File: src/design/dtw_pkg.sv
package dtw_pkg;

	typedef enum logic [2:0] {
		CMD_SLOT  = 3'd0,
		CMD_TRACK = 3'd1,
		CMD_X     = 3'd2,
		CMD_Y     = 3'd3,
		CMD_OTHER = 3'd4
	} cmd_t;

	typedef enum logic [1:0] {
		REG_ENABLE  = 2'd0,
		REG_FEATHER = 2'd1,
		REG_WINDOW  = 2'd2
	} reg_idx_t;

	localparam logic [15:0] LIFT_ID         = 16'hFFFF;
	localparam logic        ENABLE_RESET    = 1'b1;
	localparam logic [11:0] FEATHER_RESET   = 12'd50;
	localparam logic [15:0] WINDOW_RESET    = 16'd700;

	typedef struct packed {
		logic        enable;
		logic [11:0] feather;
		logic [15:0] window_ms;
	} cfg_t;

	typedef struct packed {
		logic [2:0]  command;
		logic [15:0] value;
		logic [31:0] now_ms;
		logic        screen_off;
	} item_t;

endpackage

File: src/design/dtw_cfg_regs.sv
module dtw_cfg_regs (
	input  logic             clk,
	input  logic             arst_n,
	input  logic             wr_en,
	input  logic [1:0]       wr_index,
	input  logic [15:0]      wr_data,
	output dtw_pkg::cfg_t    cfg
);
	import dtw_pkg::*;

	cfg_t cfg_q;

	always_ff @(posedge clk or negedge arst_n) begin
		if (!arst_n) begin
			cfg_q.enable    <= ENABLE_RESET;
			cfg_q.feather   <= FEATHER_RESET;
			cfg_q.window_ms <= WINDOW_RESET;
		end else if (wr_en) begin
			unique case (wr_index)
				REG_ENABLE:  cfg_q.enable    <= wr_data[0];
				REG_FEATHER: cfg_q.feather   <= wr_data[11:0];
				REG_WINDOW:  cfg_q.window_ms <= wr_data;
				default: ;
			endcase
		end
	end

	assign cfg = cfg_q;

endmodule

File: src/design/dtw_tap_core.sv
module dtw_tap_core #(
	parameter int CW = 16,
	parameter int TW = 32
) (
	input  logic          clk,
	input  logic          arst_n,
	input  logic          step,
	input  dtw_pkg::item_t item,
	input  dtw_pkg::cfg_t  cfg,
	output logic          wake
);
	import dtw_pkg::*;

	logic          armed_q;
	logic [CW-1:0] first_x_q;
	logic [CW-1:0] first_y_q;
	logic [TW-1:0] first_time_q;
	logic [CW-1:0] latched_x_q;
	logic [CW-1:0] latched_y_q;

	logic          armed_n;
	logic [CW-1:0] first_x_n;
	logic [CW-1:0] first_y_n;
	logic [TW-1:0] first_time_n;
	logic [CW-1:0] latched_x_n;
	logic [CW-1:0] latched_y_n;

	logic [31:0]   val32;
	logic [CW-1:0] coord;
	logic [63:0]   now64;
	logic [63:0]   win64;
	logic [TW-1:0] now_t;
	logic [TW-1:0] win_t;
	logic [TW-1:0] dt;
	logic [CW-1:0] lx;
	logic [CW-1:0] ly;
	logic [CW:0]   dx;
	logic [CW:0]   dy;
	logic [CW:0]   adx;
	logic [CW:0]   ady;
	logic          proceed;
	logic          is_lift;
	logic          tap;
	logic          hit;

	assign val32   = 32'(signed'(item.value));
	assign coord   = val32[CW-1:0];
	assign now64   = 64'(item.now_ms);
	assign now_t   = now64[TW-1:0];
	assign win64   = 64'(cfg.window_ms);
	assign win_t   = win64[TW-1:0];
	assign proceed = cfg.enable & item.screen_off;
	assign is_lift = (item.command == CMD_TRACK) && (item.value == LIFT_ID);

	assign lx  = (item.command == CMD_X) ? coord : latched_x_q;
	assign ly  = (item.command == CMD_Y) ? coord : latched_y_q;
	assign tap = (lx != '0) && (ly != '0);

	assign dx  = {lx[CW-1], lx} - {first_x_q[CW-1], first_x_q};
	assign dy  = {ly[CW-1], ly} - {first_y_q[CW-1], first_y_q};
	assign adx = dx[CW] ? (~dx + 1'b1) : dx;
	assign ady = dy[CW] ? (~dy + 1'b1) : dy;
	assign dt  = now_t - first_time_q;

	assign hit = armed_q
		&& (64'(adx) < 64'(cfg.feather))
		&& (64'(ady) < 64'(cfg.feather))
		&& (dt < win_t);

	always_comb begin
		armed_n      = armed_q;
		first_x_n    = first_x_q;
		first_y_n    = first_y_q;
		first_time_n = first_time_q;
		latched_x_n  = latched_x_q;
		latched_y_n  = latched_y_q;
		wake         = 1'b0;
		priority if (!proceed) begin
		end else if (item.command == CMD_SLOT) begin
			armed_n      = 1'b0;
			first_x_n    = '0;
			first_y_n    = '0;
			first_time_n = '0;
			latched_x_n  = '0;
			latched_y_n  = '0;
		end else if (is_lift) begin
			armed_n     = 1'b1;
			latched_x_n = '0;
			latched_y_n = '0;
		end else if (tap) begin
			latched_x_n = '0;
			latched_y_n = '0;
			armed_n     = 1'b0;
			if (hit) begin
				wake         = 1'b1;
				first_x_n    = '0;
				first_y_n    = '0;
				first_time_n = '0;
			end else begin
				first_x_n    = lx;
				first_y_n    = ly;
				first_time_n = now_t;
			end
		end else begin
			latched_x_n = lx;
			latched_y_n = ly;
		end
	end

	always_ff @(posedge clk or negedge arst_n) begin
		if (!arst_n) begin
			armed_q      <= 1'b1;
			first_x_q    <= '0;
			first_y_q    <= '0;
			first_time_q <= '0;
			latched_x_q  <= '0;
			latched_y_q  <= '0;
		end else if (step) begin
			armed_q      <= armed_n;
			first_x_q    <= first_x_n;
			first_y_q    <= first_y_n;
			first_time_q <= first_time_n;
			latched_x_q  <= latched_x_n;
			latched_y_q  <= latched_y_n;
		end
	end

endmodule

File: src/design/double_tap_wake_detector.sv
// Double-tap wake detector. Touch events go into an input register; the tap
// logic evaluates the registered item against the stored first tap and
// writes the wake flag into the result register, so one item is taken every
// cycle unless in_stall is high, and each result passes from the input
// register through the result register. in_stall rises only while the result
// register is full and out_stall holds it. Configuration writes are always
// ready and take effect on the next item; write them only while the block is idle.
module double_tap_wake_detector #(
	parameter int COORD_WIDTH = 16,
	parameter int TIME_WIDTH  = 32
) (
	input  logic        clk,
	input  logic        arst_n,
	input  logic        in_valid,
	output logic        in_stall,
	input  logic [2:0]  command,
	input  logic [15:0] value,
	input  logic [31:0] now_ms,
	input  logic        screen_off,
	output logic        out_valid,
	input  logic        out_stall,
	output logic        wake,
	input  logic        cfg_valid,
	output logic        cfg_ready,
	input  logic [1:0]  cfg_index,
	input  logic [15:0] cfg_data
);
	import dtw_pkg::*;

	cfg_t  cfg;
	item_t item_s1;
	logic  valid_s1;
	logic  out_valid_q;
	logic  wake_q;
	logic  advance;
	logic  step;
	logic  wake_n;

	assign cfg_ready = 1'b1;
	assign advance   = ~out_valid_q | ~out_stall;
	assign step      = valid_s1 & advance;
	assign in_stall  = valid_s1 & ~advance;

	dtw_cfg_regs u_cfg (
		.clk      (clk),
		.arst_n   (arst_n),
		.wr_en    (cfg_valid & cfg_ready),
		.wr_index (cfg_index),
		.wr_data  (cfg_data),
		.cfg      (cfg)
	);

	always_ff @(posedge clk or negedge arst_n) begin
		if (!arst_n) begin
			valid_s1 <= 1'b0;
		end else if (!in_stall) begin
			valid_s1 <= in_valid;
		end
	end

	always_ff @(posedge clk) begin
		if (in_valid && !in_stall) begin
			item_s1.command    <= command;
			item_s1.value      <= value;
			item_s1.now_ms     <= now_ms;
			item_s1.screen_off <= screen_off;
		end
	end

	dtw_tap_core #(
		.CW (COORD_WIDTH),
		.TW (TIME_WIDTH)
	) u_core (
		.clk    (clk),
		.arst_n (arst_n),
		.step   (step),
		.item   (item_s1),
		.cfg    (cfg),
		.wake   (wake_n)
	);

	always_ff @(posedge clk or negedge arst_n) begin
		if (!arst_n) begin
			out_valid_q <= 1'b0;
		end else if (advance) begin
			out_valid_q <= valid_s1;
		end
	end

	always_ff @(posedge clk) begin
		if (step) begin
			wake_q <= wake_n;
		end
	end

	assign out_valid = out_valid_q;
	assign wake      = wake_q;

endmodule

File: config.mk
export PLATFORM = sky130hd
export DESIGN_NAME = double_tap_wake_detector
export DESIGN_NICKNAME = d
export VERILOG_FILES = /design/src/design/dtw_pkg.sv /design/src/design/dtw_cfg_regs.sv /design/src/design/dtw_tap_core.sv /design/src/design/double_tap_wake_detector.sv
export SDC_FILE = /design/constraint.sdc
export NUM_CORES = 1
export LEC_CHECK = 0
export ABC_AREA = 1
export BUFFER_PORTS_ARGS = -buffer_cell sky130_fd_sc_hd__buf_2
export CORE_AREA = 2 2 236 238
export DETAILED_ROUTE_END_ITERATION = 8
export DIE_AREA = 0 0 238 240
export PLACE_DENSITY = 0.4
export SYNTH_ARGS = -nofsm -noshare
export SYNTH_HDL_FRONTEND = slang
export SYNTH_SLANG_ARGS = --single-unit
File: constraint.sdc
create_clock -name clk -period 6.25 [get_ports clk]
set_input_delay 1.25 -clock clk [delete_from_list [all_inputs] [get_ports clk]]
set_output_delay 1.25 -clock clk [all_outputs]
set_load 0.02 [all_outputs]
---- Yosys cells after proc, flatten, opt, wreduce, memory -nomap -nowiden ----
Cells that the tools add are included.
word-level totals
  output and inout bits ................... 4
  logic and storage cells ................. 88
  register bits ........................... 181
  input bits .............................. 75
cells by class
  reduce and logical (&&, ||, !) cells .... 20
  eq/ne operators ......................... 7
  magnitude comparators ................... 3
  add/sub/neg operators ................... 5
  bitwise gates (word level) .............. 11
  muxes and demuxes ....................... 26
operators with widths
  kind                                                                   count
  16-bit two-way mux                                                     16
  32-bit two-way mux                                                     4
  17-bit by 1-bit adder with 17-bit output, second input constant        2
  17-bit by 12-bit < comparator with 1-bit output                        2
  17-bit two-way mux                                                     2
  17-bit NOT                                                             2
  16-bit by 16-bit subtractor with 17-bit output                         2
  32-bit by 16-bit < comparator with 1-bit output                        1
  16-bit nonzero test                                                    2
  32-bit subtractor                                                      1
  16-bit equality test, second input constant                            1
  2-bit AND reduction                                                    4
  3-bit by 2-bit equality test with 1-bit output, second input constant  2
  1-bit logical AND                                                      6
  1-bit NOT                                                              5
  1-bit two-way mux                                                      4
  4-bit AND reduction                                                    1
  4-bit OR reduction                                                     1
  1-bit bitwise AND                                                      3
  3-bit by 1-bit equality test with 1-bit output, second input constant  1
  3-bit logical NOT                                                      1
  3-bit AND reduction                                                    1
  3-bit nonzero test                                                     1
  2-bit by 1-bit equality test with 1-bit output, second input constant  1
  other kinds (6)                                                        6

---- Longest topological paths before layout ----
Gate-level depths: netlist of run 1.
  word-level depth ........................ 14
  mapped depth ............................ 42
  depth with buffers taken out ............ 39

---- Cells and area by module ----
A second synthesis of run 1 with hierarchy kept.
unflattened totals
  cell total of the unflattened synthesis .. 1936
  area, all modules ....................... 13476.7 um^2
by module, submodules not included
  module                    seq. area each (um^2)  area an instance (um^2)  cells each  instances
  dtw_tap_core              2428.6                 10532.6                  1737        1
  double_tap_wake_detector  1641.6                 1697.9                   67          1
  dtw_cfg_regs              738.2                  1246.2                   132         1

---- Worst setup path after synthesis of run 1 ----
No wires, ideal clock.
  path type ............................... register to register
  start point ............................. register item_s1[49] (netlist name)
  end point ............................... register u_core.first_y_q[0]
  arrival ................................. 4289 ps
  clock period less this slack ............ 4405 ps
  required time ........................... 6133 ps
  library setup time ...................... 117 ps
  cell stages (with the launch flop) ...... 39
  buffers on the path ..................... 3
  setup slack ............................. 1845 ps
  cell sequence ........................... edfxtp_1 > nor2_1 > nand2_1 > buf_2 > nand2_1 > o21a_1 > inv_1 > ha_1 > inv_1 > fa_1 > inv_1 > ha_1 > inv_1 > nor2_1 > nand3_1 > nor2_1 > nand3_1 > nor2_2 > [3 not listed] > nand2_1 > inv_1 > nor3_1 > nand2_1 > nand2_1 > nand2_1 > nand2_1 > nand4_1 > nor2_1 > nand3_1 > nor2_1 > nand3_1 > nor2_1 > nand3_1 > buf_6 > buf_6 > nand2_1 > nand2_1
on the way
  longest elaborated chain between the ends .. 14
  elaborated cells between the ends (all ways) .. 30
  classes of those cells .................. 4 x add/sub; 2 x order compare; 4 x eq/ne; 8 x mux; 2 x bitwise; 10 x reduce/logical
ends and longest elaborated chain
  item                                             line                            source
  start: declaration                               double_tap_wake_detector.sv:31  item_t item_s1;
  3-bit by 2-bit equality test with 1-bit output   dtw_tap_core.sv:55              assign lx = (item.command == CMD_X) ? coord : latched_x_q;
  16-bit two-way mux                               dtw_tap_core.sv:55
  16-bit by 16-bit subtractor with 17-bit output   dtw_tap_core.sv:59              assign dx = {lx[CW-1], lx} - {first_x_q[CW-1], first_x_q};
  17-bit NOT                                       dtw_tap_core.sv:61              assign adx = dx[CW] ? (~dx + 1'b1) : dx;
  17-bit by 1-bit adder with 17-bit output         dtw_tap_core.sv:61
  17-bit two-way mux                               dtw_tap_core.sv:61
  17-bit by 12-bit < comparator with 1-bit output  dtw_tap_core.sv:66              && (64'(adx) < 64'(cfg.feather))
  1-bit logical AND                                dtw_tap_core.sv:66
  1-bit logical AND                                dtw_tap_core.sv:67              && (64'(ady) < 64'(cfg.feather))
  1-bit logical AND                                dtw_tap_core.sv:68              && (dt < win_t);
  16-bit two-way mux                               dtw_tap_core.sv:94              if (hit) begin
  16-bit two-way mux                               dtw_tap_core.sv:90              end else if (tap) begin
  16-bit two-way mux                               dtw_tap_core.sv:86              end else if (is_lift) begin
  16-bit two-way mux                               dtw_tap_core.sv:79              end else if (item.command == CMD_SLOT) begin
  end signal: assignment                           dtw_tap_core.sv:121             first_y_q <= first_y_n;
  end: declaration                                 dtw_tap_core.sv:16              logic [CW-1:0] first_y_q;
Parallel ways exist; a longest one is shown, timed or not. The select of a mux whose other input is x is not followed.
A chain may end at the register's enable or synchronous reset.

---- Worst setup path after layout of run 1 ----
  start point ............................. register item_s1[49] (netlist name)
  end point ............................... register wake_q, in the netlist wake (data pin)
on the way
  longest elaborated chain between the ends .. 11
  elaborated cells between the ends (all ways) .. 26
  classes of those cells .................. 4 x add/sub; 2 x order compare; 3 x eq/ne; 5 x mux; 3 x bitwise; 9 x reduce/logical
ends and longest elaborated chain
  item                                             line                            source
  3-bit by 2-bit equality test with 1-bit output   dtw_tap_core.sv:55
  16-bit two-way mux                               dtw_tap_core.sv:55
  16-bit by 16-bit subtractor with 17-bit output   dtw_tap_core.sv:59
  17-bit NOT                                       dtw_tap_core.sv:61
  17-bit by 1-bit adder with 17-bit output         dtw_tap_core.sv:61
  17-bit two-way mux                               dtw_tap_core.sv:61
  17-bit by 12-bit < comparator with 1-bit output  dtw_tap_core.sv:66
  1-bit logical AND                                dtw_tap_core.sv:66
  1-bit logical AND                                dtw_tap_core.sv:67
  1-bit logical AND                                dtw_tap_core.sv:68
  1-bit two-way mux                                dtw_tap_core.sv:94
  end signal: assignment                           double_tap_wake_detector.sv:92  wake_q <= wake_n;
  end: declaration                                 double_tap_wake_detector.sv:34  logic wake_q;
Parallel ways exist; a longest one is shown, timed or not.

==> results of run 1 <==
## Yosys cell counts, types with 17 or more instances
| cell | count | area, um2 |
|---|---|---|
| nand4_1 | 31 | 194 |
| a21oi_1 | 81 | 405 |
| nand2_1 | 652 | 2450 |
| dfrtp_1 | 117 | 2930 |
| nor3_1 | 17 | 85.1 |
| inv_1 | 339 | 1270 |
| ha_1 | 102 | 1280 |
| xor2_1 | 28 | 245 |
| xnor2_1 | 17 | 149 |
| nand3_1 | 104 | 521 |
| o31ai_1 | 22 | 165 |
| o21ai_0 | 90 | 450 |
| nor2_1 | 175 | 657 |
| edfxtp_1 | 53 | 1590 |
| buf_2 | 20 | 100 |
## timing repair
item / CTS / global route
hold buffers: 0 / 0
endpoints found under the setup margin: 0 / 65
gates resized for setup: 0 / 1
buffers inserted: 0 / 2
## kinds of logic after synthesis
logic type               count (synthesis)
AND/OR/NAND/NOR                       1018
buffers and inverters                  391
AO/OA/AOI/OAI                          224
flip-flops                             181
adder cells (fa/ha/maj)                105
XOR/XNOR                                45
other                                    1
## worst register-to-register path: cells and delay by family (launching register included)
family	cells	cell delay, ns
AOI/OAI and AO/OA	1	0.33
xor gates and xnor gates	1	0.20
adders and majority gates	3	0.86
buffers and inverters	5	0.80
DFF	1	0.46
and+or+nand+nor	26	2.81
## registers in the layout (all words and copies together) (netlist names), 16 cells and up
name,cells
u_core.first_time_q,32
u_core.first_y_q,16
u_core.first_x_q,16
item_s1,52
u_core.latched_x_q,16
u_core.latched_y_q,16
u_cfg.cfg,29
## cell type report
type                    count  area, um2  share of cell area [%]
multi-input cells        1394       7160                    47.1
flip-flops and latches    181       4810                    31.6
inverters                 347       1300                    8.56
well taps                 704        881                    5.79
clock buffers              23        509                    3.35
repair buffers             89        482                    3.17
clock inverters             9       66.3                   0.436
## report_power, final
group | total (uW) | switching [uW] | internal, uW
Combinational | 5480 | 3550 | 1920
Sequential | 1620 | 134 | 1480
Clock | 1090 | 511 | 576
## metal layers
metal / vias up / routed length [um] / GRT usage (%)
li1: 6313 / - / -
met1: 5623 / 20600 / 20.6
met2: 141 / 18800 / 24.2
met3: 23 / 1080 / 2.16
met4: 0 / 531 / 4.53
met5: - / 0 / 0
## how the worst max path moves through the flow
stage	startpoint	slack (ns)	depth (start not counted)	end
after detailed placement	item_s1[51]$_DFFE_PP_	0.28	38	u_core.first_y_q[2]$_DFFE_PN0P_
after floorplan	item_s1[49]$_DFFE_PP_	1.84	38	u_core.first_y_q[0]$_DFFE_PN0P_
after global routing	item_s1[49]$_DFFE_PP_	0.07	37	u_core.first_y_q[2]$_DFFE_PN0P_
after global placement	item_s1[51]$_DFFE_PP_	0.41	38	u_core.first_y_q[5]$_DFFE_PN0P_
final	item_s1[49]$_DFFE_PP_	0.64	36	wake$_SDFFCE_PP0P_
after CTS	item_s1[51]$_DFFE_PP_	0.26	38	u_core.first_y_q[2]$_DFFE_PN0P_
## stage by stage
step	instances	setup slack, ns	hold slack [ns]	power [uW]
finish	2747	0.636	0.472	8180
global route	2747	0.0736	0.501	9220
global placement	2712	0.411	0.456	7120
detailed placement	2712	0.275	0.465	7170
CTS	2744	0.260	0.483	8310
floorplan	1965	1.84	0.433	5730
==> qor.yml, run 1 <==
logic_synthesis:
  syn_nets: 2145
  synth-edff-count: 53
  synth.area.mux_share_pct: 0
  ys_warn_count: 0
  synth-compound-area-share_pct: 9.24
  synth_fa_ha_area_share_pct: 9.90
  syn_area_per_cell_um2: 6.87
  synth_top_family_by_area: "simple AND/OR/NAND/NOR gates"
  synth_flop_cell: "dfrtp_1"
  yosys_register_bits: 181
  netlist_area_mm2: 0.0135
  ys_async_sr_fraction_pct: 70.7
  yosys.area_share.simple_pct: 30.9
  synth_cell_types: 46
  ys_seq_area_share_pct: 35.6
  netlist_instances: 1965
  synth-xor-area-share_pct: 2.92
critical_path:
  critical-path-top-delay-family: "simple AND/OR/NAND/NOR gates"
  required_ns: 6.59
  r2r_start: "item_s1[49]$_DFFE_PP_"
  r2r_cells: 36
  startpoint_type: "flip-flop"
  r2r_setup_slack_ns: 0.64
  worstSetupEndpointType: "flip-flop"
  cp_slowest_cell: "edfxtp_1"
  regToRegEndpoint: "wake$_SDFFCE_PP0P_"
  path_buf_inv: 5
  cp_max_fo: 49
  cpPeakStageDelay_ns: 0.46
  crit_type: "flip-flop to flip-flop"
  arrival_ns: 5.95
  critical_path.most_common_cell: "nand2_1"
layout:
  syn_to_final_growth_pct: 12.7
  nNetsFinal: 2210
  drive_above_1_share_pct: 7.98
  mostFrequentLayoutCells: "nand2_1, inv_1, nor2_1"
  design_area_mm2: 0.0152
  fill_cells: 6104
  final_common_cell: "nand2_1"
  finish.utilization_pct: 27.8
  antenna_cells: 0
place:
  io_buffer_count: 77
  dp_hpwl_um: 31800
  place_area_mm2: 0.0146
  gp_congestion: 0.855
routing:
  via_per_inst: 4.40
  wl_um: 40900
  drcViolationCount: 0
  ant_nets: 0
  via_count: 12100
  drt_iter0_drc: 710
  post_drt_wl_per_cell_um: 14.9
  first_pass_iters: 5
die:
  io_pins: 79
  coreArea_mm2: 0.0547
  die_w_um: 238
  die_area_mm2: 0.0571
  rows: 86
  initial_core_util_pct: 24.7
  die_y_um: 240
power:
  peakVddDrop_uv: 211
  leakage_uw: 0.00795
  powerDensity_mw_per_mm2: 538
sta:
  skew_ns: 0.0168
  slew-limit-headroom_pct: 24.0
  slew_violations: 0
  rsz0062_at_grt: "no"
  worstMarginPinSlew_ns: 1.14
  tns_ns: 0
  period_share_pct: 89.8
  fmax_ghz: 0.178
  finalSetupViolCount: 0
  layout_min_cycle_time_ns: 5.61
  finalHoldViolCount: 0
min_path:
  hold_depth: 2
  min_from: "valid_s1$_DFFE_PN0N_"
  hold_end: "out_valid$_DFFE_PN0N_"
  min_path_type: "flip-flop to flip-flop"
outcome:
  status: "finished, final reports clean"
global_route:
  grt_overflow: 0
  grtUsageTotal_pct: 14.9
  antenna_found_initial: 0
  grt_max_degree: 75
  grt_pass1_wl_um: 65500
  grt_pass1_vias: 11774
clock_network:
  cts_buffer_depth: 2
  cts_sinks: 181
  clock_latency_ns: 0.50
  root_buffer: "clkbuf_16"
  cts_tree: "done"
  htreeDepth: 4
  cts_buffers: 17
  clk_pin_slew_worst_paths_ns: 0.07
run:
  cap_viol_max_count: 0
(Power assumes the default switching activity.)
==> inputs of run 2 (changes only) <==
CTS_BUF_LIST = sky130_fd_sc_hd__clkbuf_8   (was default)
==> qor.yml, run 2 (same netlist as run 1, synthesis figures left out) <==
die:
  die_w_um: 238  # unchanged
  coreArea_mm2: 0.0547  # unchanged
  io_pins: 79  # unchanged
  die_y_um: 240  # unchanged
  rows: 86  # unchanged
  die_area_mm2: 0.0571  # unchanged
  initial_core_util_pct: 24.7  # unchanged
layout:
  fill_cells: 6125  # +0.34%
  final_common_cell: "nand2_1"
  syn_to_final_growth_pct: 11.3
  mostFrequentLayoutCells: "nand2_1, inv_1, nor2_1"
  largest_register: "item_s1"
  largest_register_ffs: 52  # unchanged
  drive_above_1_share_pct: 7.98  # unchanged
  design_area_mm2: 0.0150  # -1.2%
  nNetsFinal: 2210  # unchanged
critical_path:
  worstSetupEndpointType: "flip-flop"
  cp_max_fo: 49  # unchanged
  crit_type: "flip-flop to flip-flop"
  critical-path-top-delay-family: "simple AND/OR/NAND/NOR gates"
  critical_path.most_common_cell: "nand2_1"
  path_buf_inv: 5  # unchanged
  required_ns: 6.66  # +0.07 ns
  r2r_start: "item_s1[49]$_DFFE_PP_"
  r2r_cells: 36  # unchanged
  startpoint: "item_s1[49]$_DFFE_PP_"
  arrival_ns: 6.05  # +0.10 ns
  startpoint_type: "flip-flop"
  cp_slowest_cell: "edfxtp_1"
  worst-path-stages: 36  # unchanged
  cpPeakStageDelay_ns: 0.47  # about the same
outcome:
  status: "finished, final reports clean"
global_route:
  grt_overflow: 0  # unchanged
  grt_pass1_vias: 11733  # -0.35%
  grtUsageTotal_pct: 14.9  # about the same
  antenna_found_initial: 1  # +1
  grt_pass1_wl_um: 65500  # about the same
  grt_max_degree: 75  # unchanged
power:
  clkPwrFrac_pct: 10.5  # -2.8 points
  comb_power_share_pct: 69.1  # +2.2 points
  powerDensity_mw_per_mm2: 527  # -2.0%
  peakVddDrop_uv: 209  # -0.92%
  leakage_uw: 0.00787  # -1.0%
  switchingPower_uw: 4160  # -0.89%
  p_int_uw: 3760  # -5.5%
  switching_share_pct: 52.5  # +1.2 points
  power_frac_seq_pct: 20.4  # +0.6 points
place:
  gp_congestion: 0.855  # unchanged
  place_area_mm2: 0.0146  # unchanged
  io_buffer_count: 77  # unchanged
  dp_hpwl_um: 31800  # unchanged
routing:
  wl_um: 40800  # -0.30%
  via_count: 12113  # +0.11%
  ant_nets: 0  # unchanged
  post_drt_wl_per_cell_um: 14.9  # -0.33%
  drt_iter0_drc: 689  # -3.0%
  drcViolationCount: 0  # unchanged
  via_per_inst: 4.41  # about the same
  first_pass_iters: 5  # unchanged
sta:
  finalHoldViolCount: 0  # unchanged
  slew-limit-headroom_pct: 24.5  # +0.57 points
  fmax_ghz: 0.177  # -0.49%
  slew_violations: 0  # unchanged
  skew_ns: 0.0157  # -0.00108 ns
  tns_ns: 0  # unchanged
  period_share_pct: 90.3  # +0.44 points
  worstMarginPinSlew_ns: 1.13  # -0.00850 ns
  finalSetupViolCount: 0  # unchanged
  layout_min_cycle_time_ns: 5.64  # +0.0275 ns
  rsz0062_at_grt: "no"
clock_network:
  clock_latency_ns: 0.57  # +0.07 ns
  cts_buffers: 17  # unchanged
  cts_buffer_depth: 2  # unchanged
  htreeDepth: 4  # unchanged
  clk_pin_slew_worst_paths_ns: 0.10  # +0.03 ns
  root_buffer: "clkbuf_8"
  cts_sinks: 181  # unchanged
  cts_tree: "done"
  cts_hold_buf: 0  # unchanged
min_path:
  min_path_type: "flip-flop to flip-flop"
  hold_depth: 2  # unchanged
  min_from: "valid_s1$_DFFE_PN0N_"
run:
  cap_viol_max_count: 0  # unchanged
run 2: cell count changes in the layout (fill, tap and decap cells not counted), sizes merged:
cell | before | now
diode | 0 | 1
clkbuf | 23 | 21
bufinv | 0 | 1
inv | 349 | 350
run 2: what timing repair did:
action,4_1_cts,5_1_grt
endpoints found under the setup margin,0,65
buffers inserted,0,2
resized for setup,0,1
hold endpoints to repair,0,0
run 2: power by group through the flow:
stage          clock network (uW)  logic [uW]  registers, uW
6_report                      832        5480           1610
5_1_grt                       920        6400           1650
2_1_floorplan                   0        4130           1600
3_5_place_dp                    0        5530           1640
3_3_place_gp                    0        5480           1640
4_1_cts                       885        5560           1620
run 2: layout make-up:
cell class                      instances  area [um2]  share of cell area (%)
Antenna cell                            1        2.50                  0.0167
Multi-Input combinational cell       1394        7160                    47.7
Inverter                              347        1300                    8.67
Clock buffer                           21         289                    1.92
Clock inverter                         11         100                   0.666
Tap cell                              704         881                    5.86
Timing Repair Buffer                   89         482                    3.21
Sequential cell                       181        4810                    32.0
run 2: layer usage:
metal | GRT usage (%) | share of wire [%] | up-vias
met2 | 24.1 | 46 | 157
met1 | 20.6 | 50 | 5630
li1 | - | - | 6308
met4 | 4.02 | 1.1 | 0
met5 | 0 | 0 | -
met3 | 2.47 | 3.0 | 18
run 2: through the flow:
step	setup slack [ns]	total power, uW	hold slack (ns)	utilization (%)	instances
2_1_floorplan	1.84	5730	0.433	-	1965
3_3_place_gp	0.411	7120	0.456	26.7	2712
3_5_place_dp	0.275	7170	0.465	26.7	2712
4_1_cts	0.252	8060	0.491	27.4	2744
5_1_grt	0.0612	8970	0.510	27.5	2748
6_report	0.608	7920	0.479	27.5	2748
run 2: path summary, 6_finish.rpt:
check,end,slack (ns)
max in group asynchronous,u_core.first_y_q[3]$_DFFE_PN0P_,4.23
min in group asynchronous,u_core.first_time_q[29]$_DFFE_PN0P_,0.73
min,out_valid$_DFFE_PN0N_,0.48
max,wake$_SDFFCE_PP0P_,0.61
max reg2reg,wake$_SDFFCE_PP0P_,0.61
min reg2reg,out_valid$_DFFE_PN0N_,0.48
run 2: worst register-to-register path: cells and delay by family, from the launching register on:
kind / cells / cell delay (ns)
simple gates: 26 / 2.82
fa+ha+maj: 3 / 0.86
buf+inv: 5 / 0.80
flops: 1 / 0.47
compound gates: 1 / 0.33
xor+xnor: 1 / 0.20
